--- src/hw/rtl/tsd_pkg.sv ---
`timescale 1ns / 1ps

package tsd_pkg;

  localparam logic [7:0]        FAMILY_COUNT_REMAIN = 8'h10;
  localparam logic signed [23:0] POWER_ON_VALUE     = 24'sd21760;
  localparam logic [3:0]        FRAME_DONE          = 4'd9;
  localparam logic [3:0]        LAST_CRC_BYTE       = 4'd7;
  localparam logic [3:0]        CHECK_BYTE          = 4'd8;
  localparam logic [3:0]        RES_MIN             = 4'd9;
  localparam logic [3:0]        RES_MAX             = 4'd12;
  localparam logic [3:0]        RES_RESET           = 4'd12;
  localparam logic [7:0]        CRC_POLY            = 8'h8C;
  localparam logic signed [23:0] HALF_DEGREE_BIAS   = 24'sd64;

  localparam int unsigned DIV_STEPS = 16;
  localparam int unsigned DIV_CNT_W = $clog2(DIV_STEPS + 1);

  typedef enum logic [1:0] {
    STATUS_OK       = 2'd0,
    STATUS_CRC_BAD  = 2'd1,
    STATUS_ZERO_CPD = 2'd2,
    STATUS_POWER_ON = 2'd3
  } status_e;

  typedef enum logic {
    S_IDLE,
    S_DIV
  } state_e;

endpackage

--- src/hw/rtl/temp_scratchpad_decoder.sv ---
`timescale 1ns / 1ps
// Bytes 0 to 7 are accepted and give no result. Byte 8 gives its result in the
// cycle after it is accepted, except for family 0x10 with a good checksum and a
// nonzero count-per-degree, where the result is loaded once the serial divider
// has produced all 16 quotient bits. Throughput: one byte per cycle while no
// stalled result is held; the input also stalls while the division runs.
// Reset is asynchronous, active low; it clears the byte count, the checksum, the
// divider's step count and the output valid flag, and sets resolution to 12.
module temp_scratchpad_decoder (
  input  logic               clk_i,
  input  logic               rst_ni,
  input  logic               in_valid_i,
  output logic               in_stall_o,
  input  logic [7:0]         data_byte_i,
  input  logic               frame_start_i,
  input  logic [7:0]         family_code_i,
  output logic               out_valid_o,
  input  logic               out_stall_i,
  output logic [1:0]         status_o,
  output logic signed [23:0] temperature_o,
  input  logic               cfg_valid_i,
  output logic               cfg_ready_o,
  input  logic [3:0]         cfg_resolution_bits_i
);
  import tsd_pkg::*;

  state_e state_q, state_d;

  logic [3:0] res_q;
  logic [3:0] pos_q, pos_d;
  logic [7:0] lo_q, hi_q, cr_q, cpd_q;

  logic              out_valid_q, out_valid_d;
  status_e           out_status_q, out_status_d;
  logic signed [23:0] out_temp_q, out_temp_d;

  logic        in_acc;
  logic [3:0]  pos_eff;
  logic        crc_en;
  logic [7:0]  crc;
  logic        div_start;
  logic        div_busy;
  logic [15:0] quotient;

  logic [15:0] raw;
  logic [8:0]  diff;
  logic [7:0]  mag;
  logic [3:0]  res_c;
  logic [1:0]  drop;
  logic [15:0] masked;
  logic signed [23:0] temp_res;
  logic signed [23:0] temp_cr;
  logic signed [23:0] q_signed;

  assign in_acc  = in_valid_i && !in_stall_o;
  assign pos_eff = frame_start_i ? 4'd0 : pos_q;
  assign crc_en  = in_acc && (pos_eff <= LAST_CRC_BYTE);

  tsd_crc8 u_crc (
    .clk_i    (clk_i),
    .rst_ni   (rst_ni),
    .en_i     (crc_en),
    .restart_i(frame_start_i),
    .byte_i   (data_byte_i),
    .crc_o    (crc)
  );

  assign raw  = {hi_q, lo_q};
  assign diff = {1'b0, cpd_q} - {1'b0, cr_q};
  assign mag  = diff[8] ? 8'(-diff) : diff[7:0];

  tsd_div u_div (
    .clk_i     (clk_i),
    .rst_ni    (rst_ni),
    .start_i   (div_start),
    .dividend_i({mag, 8'h00}),
    .divisor_i (cpd_q),
    .busy_o    (div_busy),
    .quotient_o(quotient)
  );

  // masked-resolution path
  always_comb begin
    if (res_q < RES_MIN) begin
      res_c = RES_MIN;
    end else if (res_q > RES_MAX) begin
      res_c = RES_MAX;
    end else begin
      res_c = res_q;
    end
    drop     = 2'(RES_MAX - res_c);
    masked   = raw & (16'hFFFF << drop);
    temp_res = {{4{masked[15]}}, masked, 4'h0};
  end

  // count-remain path: floor(raw/2)*256 + signed quotient - 64
  assign q_signed = diff[8] ? -$signed({8'h00, quotient}) : $signed({8'h00, quotient});
  assign temp_cr  = $signed({raw[15], raw[15:1], 8'h00}) + q_signed
                    - HALF_DEGREE_BIAS;

  always_comb begin
    state_d      = state_q;
    pos_d        = pos_q;
    out_valid_d  = out_valid_q && out_stall_i;
    out_status_d = out_status_q;
    out_temp_d   = out_temp_q;
    div_start    = 1'b0;
    in_stall_o   = 1'b1;
    unique case (state_q)
      S_IDLE: begin
        in_stall_o = out_valid_q && out_stall_i;
        if (in_acc) begin
          if (pos_eff <= LAST_CRC_BYTE) begin
            pos_d = pos_eff + 4'd1;
          end else if (pos_eff == CHECK_BYTE) begin
            pos_d = FRAME_DONE;
            if (crc != data_byte_i) begin
              out_valid_d  = 1'b1;
              out_status_d = STATUS_CRC_BAD;
              out_temp_d   = '0;
            end else if (family_code_i == FAMILY_COUNT_REMAIN) begin
              if (cpd_q == 8'h00) begin
                out_valid_d  = 1'b1;
                out_status_d = STATUS_ZERO_CPD;
                out_temp_d   = '0;
              end else begin
                div_start = 1'b1;
                state_d   = S_DIV;
              end
            end else begin
              out_valid_d  = 1'b1;
              out_status_d = (temp_res == POWER_ON_VALUE) ? STATUS_POWER_ON : STATUS_OK;
              out_temp_d   = temp_res;
            end
          end
        end
      end
      S_DIV: begin
        // wait for the quotient, then load the result
        if (!div_busy) begin
          out_valid_d  = 1'b1;
          out_status_d = (temp_cr == POWER_ON_VALUE) ? STATUS_POWER_ON : STATUS_OK;
          out_temp_d   = temp_cr;
          state_d      = S_IDLE;
        end
      end
      default: begin
        state_d = S_IDLE;
      end
    endcase
  end

  always_ff @(posedge clk_i or negedge rst_ni) begin
    if (!rst_ni) begin
      state_q     <= S_IDLE;
      pos_q       <= 4'd0;
      out_valid_q <= 1'b0;
      res_q       <= RES_RESET;
    end else begin
      state_q     <= state_d;
      pos_q       <= pos_d;
      out_valid_q <= out_valid_d;
      if (cfg_valid_i && cfg_ready_o) begin
        res_q <= cfg_resolution_bits_i;
      end
    end
  end

  // capture the scratch-pad bytes the formulas need, and register the result
  always_ff @(posedge clk_i) begin
    out_status_q <= out_status_d;
    out_temp_q   <= out_temp_d;
    if (in_acc) begin
      if (pos_eff == 4'd0) lo_q  <= data_byte_i;
      if (pos_eff == 4'd1) hi_q  <= data_byte_i;
      if (pos_eff == 4'd6) cr_q  <= data_byte_i;
      if (pos_eff == 4'd7) cpd_q <= data_byte_i;
    end
  end

  assign cfg_ready_o   = 1'b1;
  assign out_valid_o   = out_valid_q;
  assign status_o      = out_status_q;
  assign temperature_o = out_temp_q;

endmodule

--- src/hw/rtl/tsd_crc8.sv ---
`timescale 1ns / 1ps

module tsd_crc8 (
  input  logic       clk_i,
  input  logic       rst_ni,
  input  logic       en_i,
  input  logic       restart_i,
  input  logic [7:0] byte_i,
  output logic [7:0] crc_o
);
  import tsd_pkg::*;

  logic [7:0] crc_q, crc_d;

  // reflected CRC-8, one bit of the byte per step, LSB first
  always_comb begin
    logic [7:0] c;
    logic [7:0] b;
    logic       mix;
    c = restart_i ? 8'h00 : crc_q;
    b = byte_i;
    for (int i = 0; i < 8; i++) begin
      mix = c[0] ^ b[0];
      c   = {1'b0, c[7:1]};
      if (mix) begin
        c = c ^ CRC_POLY;
      end
      b = {1'b0, b[7:1]};
    end
    crc_d = en_i ? c : crc_q;
  end

  always_ff @(posedge clk_i or negedge rst_ni) begin
    if (!rst_ni) begin
      crc_q <= 8'h00;
    end else begin
      crc_q <= crc_d;
    end
  end

  assign crc_o = crc_q;

endmodule

--- src/hw/rtl/tsd_div.sv ---
`timescale 1ns / 1ps

module tsd_div (
  input  logic        clk_i,
  input  logic        rst_ni,
  input  logic        start_i,
  input  logic [15:0] dividend_i,
  input  logic [7:0]  divisor_i,
  output logic        busy_o,
  output logic [15:0] quotient_o
);
  import tsd_pkg::*;

  logic [DIV_CNT_W-1:0] cnt_q, cnt_d;
  logic [7:0]           rem_q, rem_d;
  logic [15:0]          quo_q, quo_d;
  logic [7:0]           dvs_q, dvs_d;
  logic [8:0]           shifted;

  // restoring division: one quotient bit per cycle, MSB first
  always_comb begin
    cnt_d   = cnt_q;
    rem_d   = rem_q;
    quo_d   = quo_q;
    dvs_d   = dvs_q;
    shifted = {rem_q, quo_q[15]};
    if (start_i) begin
      cnt_d = DIV_CNT_W'(DIV_STEPS);
      rem_d = 8'h00;
      quo_d = dividend_i;
      dvs_d = divisor_i;
    end else if (cnt_q != '0) begin
      cnt_d = cnt_q - 1'b1;
      if (shifted >= {1'b0, dvs_q}) begin
        rem_d = 8'(shifted - {1'b0, dvs_q});
        quo_d = {quo_q[14:0], 1'b1};
      end else begin
        rem_d = shifted[7:0];
        quo_d = {quo_q[14:0], 1'b0};
      end
    end
  end

  always_ff @(posedge clk_i or negedge rst_ni) begin
    if (!rst_ni) begin
      cnt_q <= '0;
    end else begin
      cnt_q <= cnt_d;
    end
  end

  always_ff @(posedge clk_i) begin
    rem_q <= rem_d;
    quo_q <= quo_d;
    dvs_q <= dvs_d;
  end

  assign busy_o     = (cnt_q != '0);
  assign quotient_o = quo_q;

endmodule

--- config.mk ---
export PLATFORM = sky130hd
export DESIGN_NAME = temp_scratchpad_decoder
export DESIGN_NICKNAME = d
export VERILOG_FILES = /design/src/hw/rtl/tsd_pkg.sv /design/src/hw/rtl/temp_scratchpad_decoder.sv /design/src/hw/rtl/tsd_crc8.sv /design/src/hw/rtl/tsd_div.sv
export SDC_FILE = /design/constraint.sdc
export NUM_CORES = 1
export LEC_CHECK = 0
export BUFFER_PORTS_ARGS = -buffer_cell sky130_fd_sc_hd__buf_4
export CAP_MARGIN = 20
export CORE_UTILIZATION = 45
export CTS_BUF_LIST = sky130_fd_sc_hd__clkbuf_4 sky130_fd_sc_hd__clkbuf_8
export DETAILED_ROUTE_END_ITERATION = 16
export GPL_TIMING_DRIVEN = 0
export MAX_ROUTING_LAYER = met4
export PLACE_DENSITY_LB_ADDON = 0.08
export SETUP_SLACK_MARGIN = 0.3
export SLEW_MARGIN = 10
export SYNTH_ARGS = -nofsm -noshare
export SYNTH_HDL_FRONTEND = slang
export SYNTH_HIERARCHICAL = 1
export SYNTH_SLANG_ARGS = --single-unit
--- constraint.sdc ---
create_clock -name clk_i -period 6.5 [get_ports clk_i]
set_input_delay 0.325 -clock clk_i [delete_from_list [all_inputs] [get_ports clk_i]]
set_output_delay 0.325 -clock clk_i [all_outputs]
set_load 0.02 [all_outputs]
==> metrics.yaml, run 1 <==
worst_hold_path:
  min_from: "out_stall_i"
  hold_path_class: "input pin to register"
  holdPathEnd: "out_valid_o"
  holdPathStages: 2
placement:
  io_buffers: 53
  dp_slack_ns: 0.645
  gp_congestion: 0.898
  placed_cells: 1048
  dp_hpwl_um: 14700
synthesis:
  ys_types: 89
  yosys.area_share.simple_pct: 14.6
  synth-seq-cells: 113
  synthMuxAreaShare_pct: 3.77
  synth_edf_count: 82
  ys_top_cells_by_area: "edfxtp_1, ha_1, dfrtp_1, xnor2_1, inv_1"
  synth_top_family_by_area: "compound AO/OA/AOI/OAI gates"
  yosysSeqAreaShare_pct: 41.6
  syn_area_sq_um: 7700
  synth_cells: 765
  synth_top_cell_by_area: "edfxtp_1"
  yosys.area_share.adder_pct: 10.4
  synth_flop_cell: "edfxtp_1"
  synth-xor-area-share_pct: 8.57
  synthArstFlopShare_pct: 20.4
  syn_area_per_cell_sq_um: 10.1
  synth_compound_area_share_pct: 15.7
  yosys_warnings: 6
  yosys.area.top_type_share_pct: 32.0
worst_setup_path:
  end_kind: "register"
  r2r_slack_ns: 0.91
  reg2reg_from: "cpd_q[0]"
  path_class: "register to register"
  worstPathArrival_ns: 5.89
  cp.required_ns: 6.80
  crit_path_start_kind: "register"
  cp_max_fo: 10
  r2r-end: "status_o[0]"
  crit_start: "cpd_q[0]"
  r2r_cells: 20
die:
  fp.dieW_um: 133
  fp.dieH_um: 133
  core_sq_um: 16600
  num_rows: 47
  start_util_pct: 46.2
  die-area_sq_um: 17600
  io_pins: 55
pwr:
  powerDensity_nw_per_um2: 369
  finalPower_w: 0.00327
  leakage_nw: 3.68
  vdd_ir_drop_max_mv: 0.219
cts:
  htree_levels: 4
  cts_made_buffers: 17
  clockBufferDepth: 2
  clkLatencyLatePin_ns: 0.45
  cts-root-buf: "clkbuf_8"
  cts.sinks: 113
  cts.clk_slew.worst_paths_ns: 0.07
  tritoncts: "done"
drt:
  drcViolationCount: 0
  dr.pass1.iters: 5
  vias_per_cell: 5.55
  wl_per_cell_um: 17.3
  drtIter0Drc: 380
  vias: 6004
  postRouteAntennaNets: 0
  drt_wl_total_um: 18700
global_routing:
  grt_pass1_vias: 5809
  grt_pass1_wl_um: 30500
  antenna_found_initial: 0
  overflow: 0
  grt_max_degree: 24
  grt_usage_pct: 23.3
timing:
  finalClockSkew_ns: 0.0148
  timing.final.hold_violations: 0
  rsz0062_at_grt: "false"
  timing.setup.tns_ns: 0
  clock.fmax_ghz: 0.179
  drv_slew: 0
  slew_headroom_pct: 45.1
  worst_slew_pin_slew_ns: 0.813
  setup_viol: 0
  finalCritPeriodShare_pct: 86.1
  fin_crit_ns: 5.59
  setup_ws_ns: 0.905
cells_and_area:
  final_layout_size_suffix_gt1_share_pct: 17.0
  nets: 936
  antenna_cells: 0
  post-route-util_pct: 53.2
  areaGrowthSynthToFinish_pct: 15.1
  fin_cells: 1081
flow_run:
  cap_violations: 0
outcome:
  status: "finished, final reports clean"
cells by family (layout without fill, tap and decap cells):
logic type / after synthesis / count (layout)
compound gates: 174 / 174
buf+inv: 106 / 195
xor+xnor: 68 / 68
mux: 26 / 26
flops: 113 / 113
fa+ha+maj: 62 / 62
simple gates: 214 / 214
other cells: 2 / 9
worst max-delay path, cell delays in order (launching register included):
cell and delay, ns:
edfxtp_1 0.46, inv_1 0.09, ha_1 0.15, inv_1 0.05
fa_1 0.42, a211oi_1 0.25, o21ai_1 0.19, a31o_2 0.36
clkbuf_1 0.27, a21oi_1 0.23, xnor2_1 0.13, ha_1 0.29
inv_1 0.07, fa_1 0.46, a21o_1 0.22, a221o_1 0.35
or4_1 0.43, a311oi_1 0.37, nor4b_1 0.36, o2111ai_1 0.17
o21ai_1 0.14
metrics by stage:
| step | area, sq um | hold slack [ns] |
|---|---|---|
| after CTS | 8840 | 0.0583 |
| after global routing | 8860 | 0.0691 |
| after global placement | 8400 | 0.244 |
| final | 8860 | 0.0856 |
| after floorplan | 7720 | 0.0294 |
| after detailed placement | 8450 | 0.252 |
metal layers:
layer	track usage [%]	share of wire (%)
met1	30.8	47
met2	37.0	48
met3	3.72	4.2
met4	7.02	1.2
met5	-	0
worst max-delay path by stage:
stage | end | cells after the start | slack, ns
floorplan | status_o[1] | 19 | 1.66
global placement | u_div/quotient_o[1] | 9 | 0.58
detailed placement | status_o[1] | 19 | 0.65
CTS | status_o[1] | 19 | 0.62
global route | status_o[1] | 20 | 0.48
finish | status_o[0] | 20 | 0.91
area by class of cell:
cell class,count,area [sq um]
buffer,17,73.8
clock buffer,18,241
clock inverter,14,140
fill,1526,7780
inverter,89,334
multi-input combinational,553,4150
sequential,113,3200
tap,220,275
timing repair buffer,57,445
registers in the layout, summed over array words and instances (netlist names), 4 cells and up:
signal / cells
temperature_o: 24
u_div/quotient_o: 16
cpd_q: 8
cr_q: 8
hi_q: 8
lo_q: 8
u_crc/crc_o: 8
u_div/dvs_q: 8
u_div/rem_q: 8
u_div/cnt_q: 5
pos_q: 4
res_q: 4
where the power goes:
| part | switching [W] | internal [W] | total, W |
|---|---|---|---|
| registers | 0.000156 | 0.000938 | 0.00109 |
| logic | 0.000849 | 0.000679 | 0.00153 |
| clock network | 0.000304 | 0.000340 | 0.000645 |
synthesized netlist by cell type (4+ instances only):
library cell,n
nor2_1,56
nand2_1,44
xor2_1,22
a21o_1,12
mux2_2,24
nor4_1,11
edfxtp_1,82
a21oi_1,31
and2_1,6
dfxtp_1,8
a211oi_1,8
o21ai_1,7
nor3_1,15
nor2b_1,10
o31ai_1,4
nor4b_1,4
o21ai_0,43
inv_1,89
o211ai_1,8
a22o_1,6
a311oi_1,8
ha_1,59
o21a_1,4
dfrtp_1,21
nand2b_1,9
xnor2_1,41
nand4_1,5
nand3b_1,4
and3_1,8
clkbuf_1,11
nand3_1,16
or3_1,6
cell usage in the layout, fill, tap and decap left out, types with 6 or more instances in the layout:
cell type	count
a211oi_1	8
a21o_1	12
a21oi_1	31
a22o_1	6
a311oi_1	8
and2_1	6
and3_1	8
buf_4	55
clkbuf_1	11
clkbuf_8	17
clkinvlp_4	6
conb_1	9
dfrtp_1	21
dfxtp_1	8
edfxtp_1	82
ha_1	59
inv_1	89
mux2_2	24
nand2_1	44
nand2b_1	9
nand3_1	16
nor2_1	56
nor2b_1	10
nor3_1	15
nor4_1	11
o211ai_1	8
o21ai_0	42
o21ai_1	8
or3_1	6
xnor2_1	41
xor2_1	22
what timing repair did:
action,in CTS,in global routing
hold buffers,1,0
resized for setup,0,3
endpoints found under the hold margin,21,0
setup buffers,0,0
setup endpoints to repair,0,2
Note: power is estimated with default switching activity, not from simulation.
==> run 2: changes to the inputs <==
--- a/config.mk
+++ b/config.mk
@@ -17,5 +17,4 @@
 export SLEW_MARGIN = 10
 export SYNTH_ARGS = -nofsm -noshare
 export SYNTH_HDL_FRONTEND = slang
-export SYNTH_HIERARCHICAL = 1
 export SYNTH_SLANG_ARGS = --single-unit
==> metrics.yaml, run 2 <==
synthesis:
  yosys.area.top_type_share_pct: 30.6  # was 32.0%
  synth_cells: 761  # was 765
  ys_types: 67  # was 89
  ys_top_cells_by_area: "edfxtp_1, ha_1, dfrtp_1, xor2_1, dfxtp_1"  # was edfxtp_1, ha_1, dfrtp_1, xnor2_1, inv_1
  yosys-top-cells-count: "inv_1, edfxtp_1, nand2_1, ha_1, nor2_1"  # was inv_1, edfxtp_1, ha_1, nor2_1, nand2_1
  syn_nets: 849
  synth_top_cell_by_area: "edfxtp_1"  # unchanged
  synth_top_family_by_area: "compound AO/OA/AOI/OAI gates"  # unchanged
  yosys.area_share.adder_pct: 11.0  # was 10.4%
  yosys.area_share.simple_pct: 14.8  # was 14.6%
  yosys_warnings: 0  # was 6
  synthMuxAreaShare_pct: 1.31  # was 3.77%
  synth_compound_area_share_pct: 14.9  # was 15.7%
  synthArstFlopShare_pct: 20.4  # unchanged
  synth_flop_cell: "edfxtp_1"  # unchanged
  synth-xor-area-share_pct: 9.57  # was 8.57%
  yosysSeqAreaShare_pct: 42.9  # was 41.6%
  post-synth-top-count-cell: "inv_1"  # unchanged
  synth_edf_count: 74  # was 82
  syn_area_per_cell_sq_um: 9.55  # was 10.1 sq um
  synth-seq-cells: 113  # unchanged
  syn_area_sq_um: 7270  # was 7700 sq um
placement:
  io_buffers: 53  # unchanged
  gp_congestion: 0.869  # was 0.898
  place_area_sq_um: 7980  # was 8450 sq um
  dp_slack_ns: 0.278  # was 0.645 ns
  dp_hpwl_um: 13600  # was 14700 um
cts:
  tritoncts: "done"  # unchanged
  cts.clk_slew.worst_paths_ns: 0.08  # was 0.07 ns
  clkLatencyLatePin_ns: 0.45  # about the same
  clockBufferDepth: 2  # unchanged
  cts_made_buffers: 17  # unchanged
  cts.sinks: 113  # unchanged
  htree_levels: 4  # unchanged
  post_cts_buffers: 0  # unchanged
  cts-root-buf: "clkbuf_8"  # unchanged
drt:
  vias: 5657  # was 6004
  vias_per_cell: 5.32  # was 5.55
  drtIter0Drc: 321  # was 380
  postRouteAntennaNets: 0  # unchanged
  dr.pass1.iters: 4  # was 5
  wl_per_cell_um: 16.5  # was 17.3 um
  drcViolationCount: 0  # unchanged
  drt_wl_total_um: 17500  # was 18700 um
worst_setup_path:
  cp.required_ns: 6.77  # was 6.80 ns
  r2r-end: "status_o[1]"  # was status_o[0]
  crit_chain: "inv_1 -> ha_1 -> inv_1 -> fa_1 -> a21o_1 -> and4_1 -> or2_2 -> a21oi_4 -> clkbuf_1 -> nand2_1 -> xor2_1 -> ha_1 -> inv_1 -> ha_1 -> a211oi_1 -> o31ai_2 -> xor2_1 -> nor4_1 -> nand4_1 -> nor4_1 -> o211ai_2 -> o31ai_1"  # was inv_1 -> ha_1 -> inv_1 -> fa_1 -> a211oi_1 -> o21ai_1 -> a31o_2 -> clkbuf_1 -> a21oi_1 -> xnor2_1 -> ha_1 -> inv_1 -> fa_1 -> a21o_1 -> a221o_1 -> or4_1 -> a311oi_1 -> nor4b_1 -> o2111ai_1 -> o21ai_1
  r2r_slack_ns: 0.73  # was 0.91 ns
  crit_path_start_kind: "register"  # unchanged
  crit_slowest_cell: "nor4_1"  # was edfxtp_1
  slowest_delay_ns: 0.53  # was 0.46 ns
  reg2reg_from: "cpd_q[0]"  # unchanged
  cp_max_fo: 10  # unchanged
  worstPathArrival_ns: 6.04  # was 5.89 ns
  cp_num_buf_inv: 4  # unchanged
  end_kind: "register"  # unchanged
  critical_path.top_delay_family: "simple AND/OR/NAND/NOR gates"  # was compound AO/OA/AOI/OAI gates
  r2r_cells: 22  # was 20
  path_class: "register to register"  # unchanged
pwr:
  power_frac_seq_pct: 39.4  # was 33.5%
  leakage_nw: 3.64  # was 3.68 nW
  comb_power_share_pct: 30.3  # was 46.8%
  p_int_w: 0.00161  # was 0.00196 W
  vdd_ir_drop_max_mv: 0.187  # was 0.219 mV
  p_sw_share_pct: 32.8  # was 40.1%
  powerDensity_nw_per_um2: 285  # was 369 nW/um^2
  power_switching_w: 0.000788  # was 0.00131 W
  p_clk_share_pct: 30.4  # was 19.7%
timing:
  setup_viol: 0  # unchanged
  setup_ws_ns: 0.726  # was 0.905 ns
  drv_slew: 0  # unchanged
  fin_crit_ns: 5.77  # was 5.59 ns
  timing.final.hold_violations: 0  # unchanged
  slew_headroom_pct: 26.9  # was 45.1%
  worst_slew_pin_slew_ns: 1.09  # was 0.813 ns
  rsz0062_at_grt: "false"  # unchanged
  finalClockSkew_ns: 0.0112  # was 0.0148 ns
  clock.fmax_ghz: 0.173  # was 0.179 GHz
  finalCritPeriodShare_pct: 88.8  # was 86.1%
  timing.setup.tns_ns: 0  # unchanged
flow_run:
  cap_violations: 0  # unchanged
cells_and_area:
  layout_common_cells: "inv_1, edfxtp_1, nand2_1, nor2_1, ha_1"  # was inv_1, edfxtp_1, ha_1, nor2_1, buf_4
  antenna_cells: 0  # unchanged
  final_common_cell: "inv_1"  # unchanged
  largest_register_ffs: 24  # unchanged
  areaGrowthSynthToFinish_pct: 16.0  # was 15.1%
  final_layout_size_suffix_gt1_share_pct: 12.7  # was 17.0%
  nets: 923  # was 936
  fin_area_sq_um: 8430  # was 8860 sq um
global_routing:
  grt_max_degree: 27  # was 24
  grt_usage_pct: 23.2  # was 23.3%
  grt_pass1_wl_um: 28400  # was 30500 um
  grt_pass1_vias: 5570  # was 5809
  overflow: 0  # unchanged
  antenna_found_initial: 0  # unchanged
worst_hold_path:
  holdPathStages: 2  # unchanged
  hold_path_class: "input pin to register"  # unchanged
  min_from: "out_stall_i"  # unchanged
  holdPathEnd: "out_valid_o"  # unchanged
outcome:
  status: "finished, final reports clean"  # unchanged
die:
  core_sq_um: 15800  # was 16600 sq um
  io_pins: 55  # unchanged
  fp.dieH_um: 129  # was 133 um
  start_util_pct: 45.9  # was 46.2%
  num_rows: 46  # was 47
  die-area_sq_um: 16700  # was 17600 sq um
  fp.dieW_um: 129  # was 133 um
## run 2: cell count changes after synthesis, sizes merged, moves of 9 or more
cell and delta:
nand2 +29, mux2 -20, xor2 +18, a21oi +13, inv -9
## run 2: repair_timing
action                                 4_1_cts  5_1_grt
hold buffers                                 1        0
setup endpoints to repair                    1        2
cloned                                       0        0
pin swaps                                    0        0
endpoints found under the hold margin       21        0
resized for setup                            1        2
## run 2: cell type report
type / instances / area, sq um
buffer: 23 / 91.3
clock buffer: 23 / 304
clock inverter: 9 / 129
fill: 1418 / 7390
inverter: 82 / 308
multi-input combinational: 543 / 3780
sequential: 113 / 3120
tap: 216 / 270
timing repair buffer: 55 / 428
## run 2: logic make-up after synthesis
group / after synthesis
xor+xnor: 76
flops: 113
fa+ha+maj: 62
mux: 9
buf+inv: 105
other cells: 1
simple gates: 223
compound gates: 172
## run 2: how the worst max path moves through the flow
stage,startpoint,to,cells past startpoint
floorplan,cpd_q[0],status_o[1],22
global placement,cpd_q[0],status_o[1],23
detailed placement,cpd_q[0],status_o[1],22
CTS,cpd_q[0],status_o[1],22
global route,cpd_q[0],status_o[1],23
finish,cpd_q[0],status_o[1],22
## run 2: power groups by stage
stage	Clock (W)	Sequential [W]	Combinational (W)
CTS	0.000742	0.000943	0.000729
global route	0.000773	0.000956	0.000821
finish	0.000729	0.000945	0.000726
detailed placement	0	0.000958	0.000723
global placement	0	0.000953	0.000702
floorplan	0	0.000934	0.000586
## run 2: stage by stage
stage | std cells | total power (W) | hold slack [ns] | utilization (%)
floorplan | 761 | 0.00152 | 0.0294 | -
global placement | 1030 | 0.00165 | 0.261 | 50.2
detailed placement | 1031 | 0.00168 | 0.261 | 50.4
CTS | 1064 | 0.00241 | 0.0730 | 53.2
global route | 1064 | 0.00255 | 0.0839 | 53.3
finish | 1064 | 0.00240 | 0.103 | 53.3
## run 2: metal layers
metal | vias up | wire length [um] | global-route usage [%] | share of wire, %
li1 | 2831 | - | - | -
met1 | 2685 | 7790 | 27.7 | 44
met2 | 110 | 8650 | 38.6 | 49
met3 | 31 | 654 | 3.88 | 3.7
met5 | - | 0 | - | 0
met4 | 0 | 442 | 10.2 | 2.5
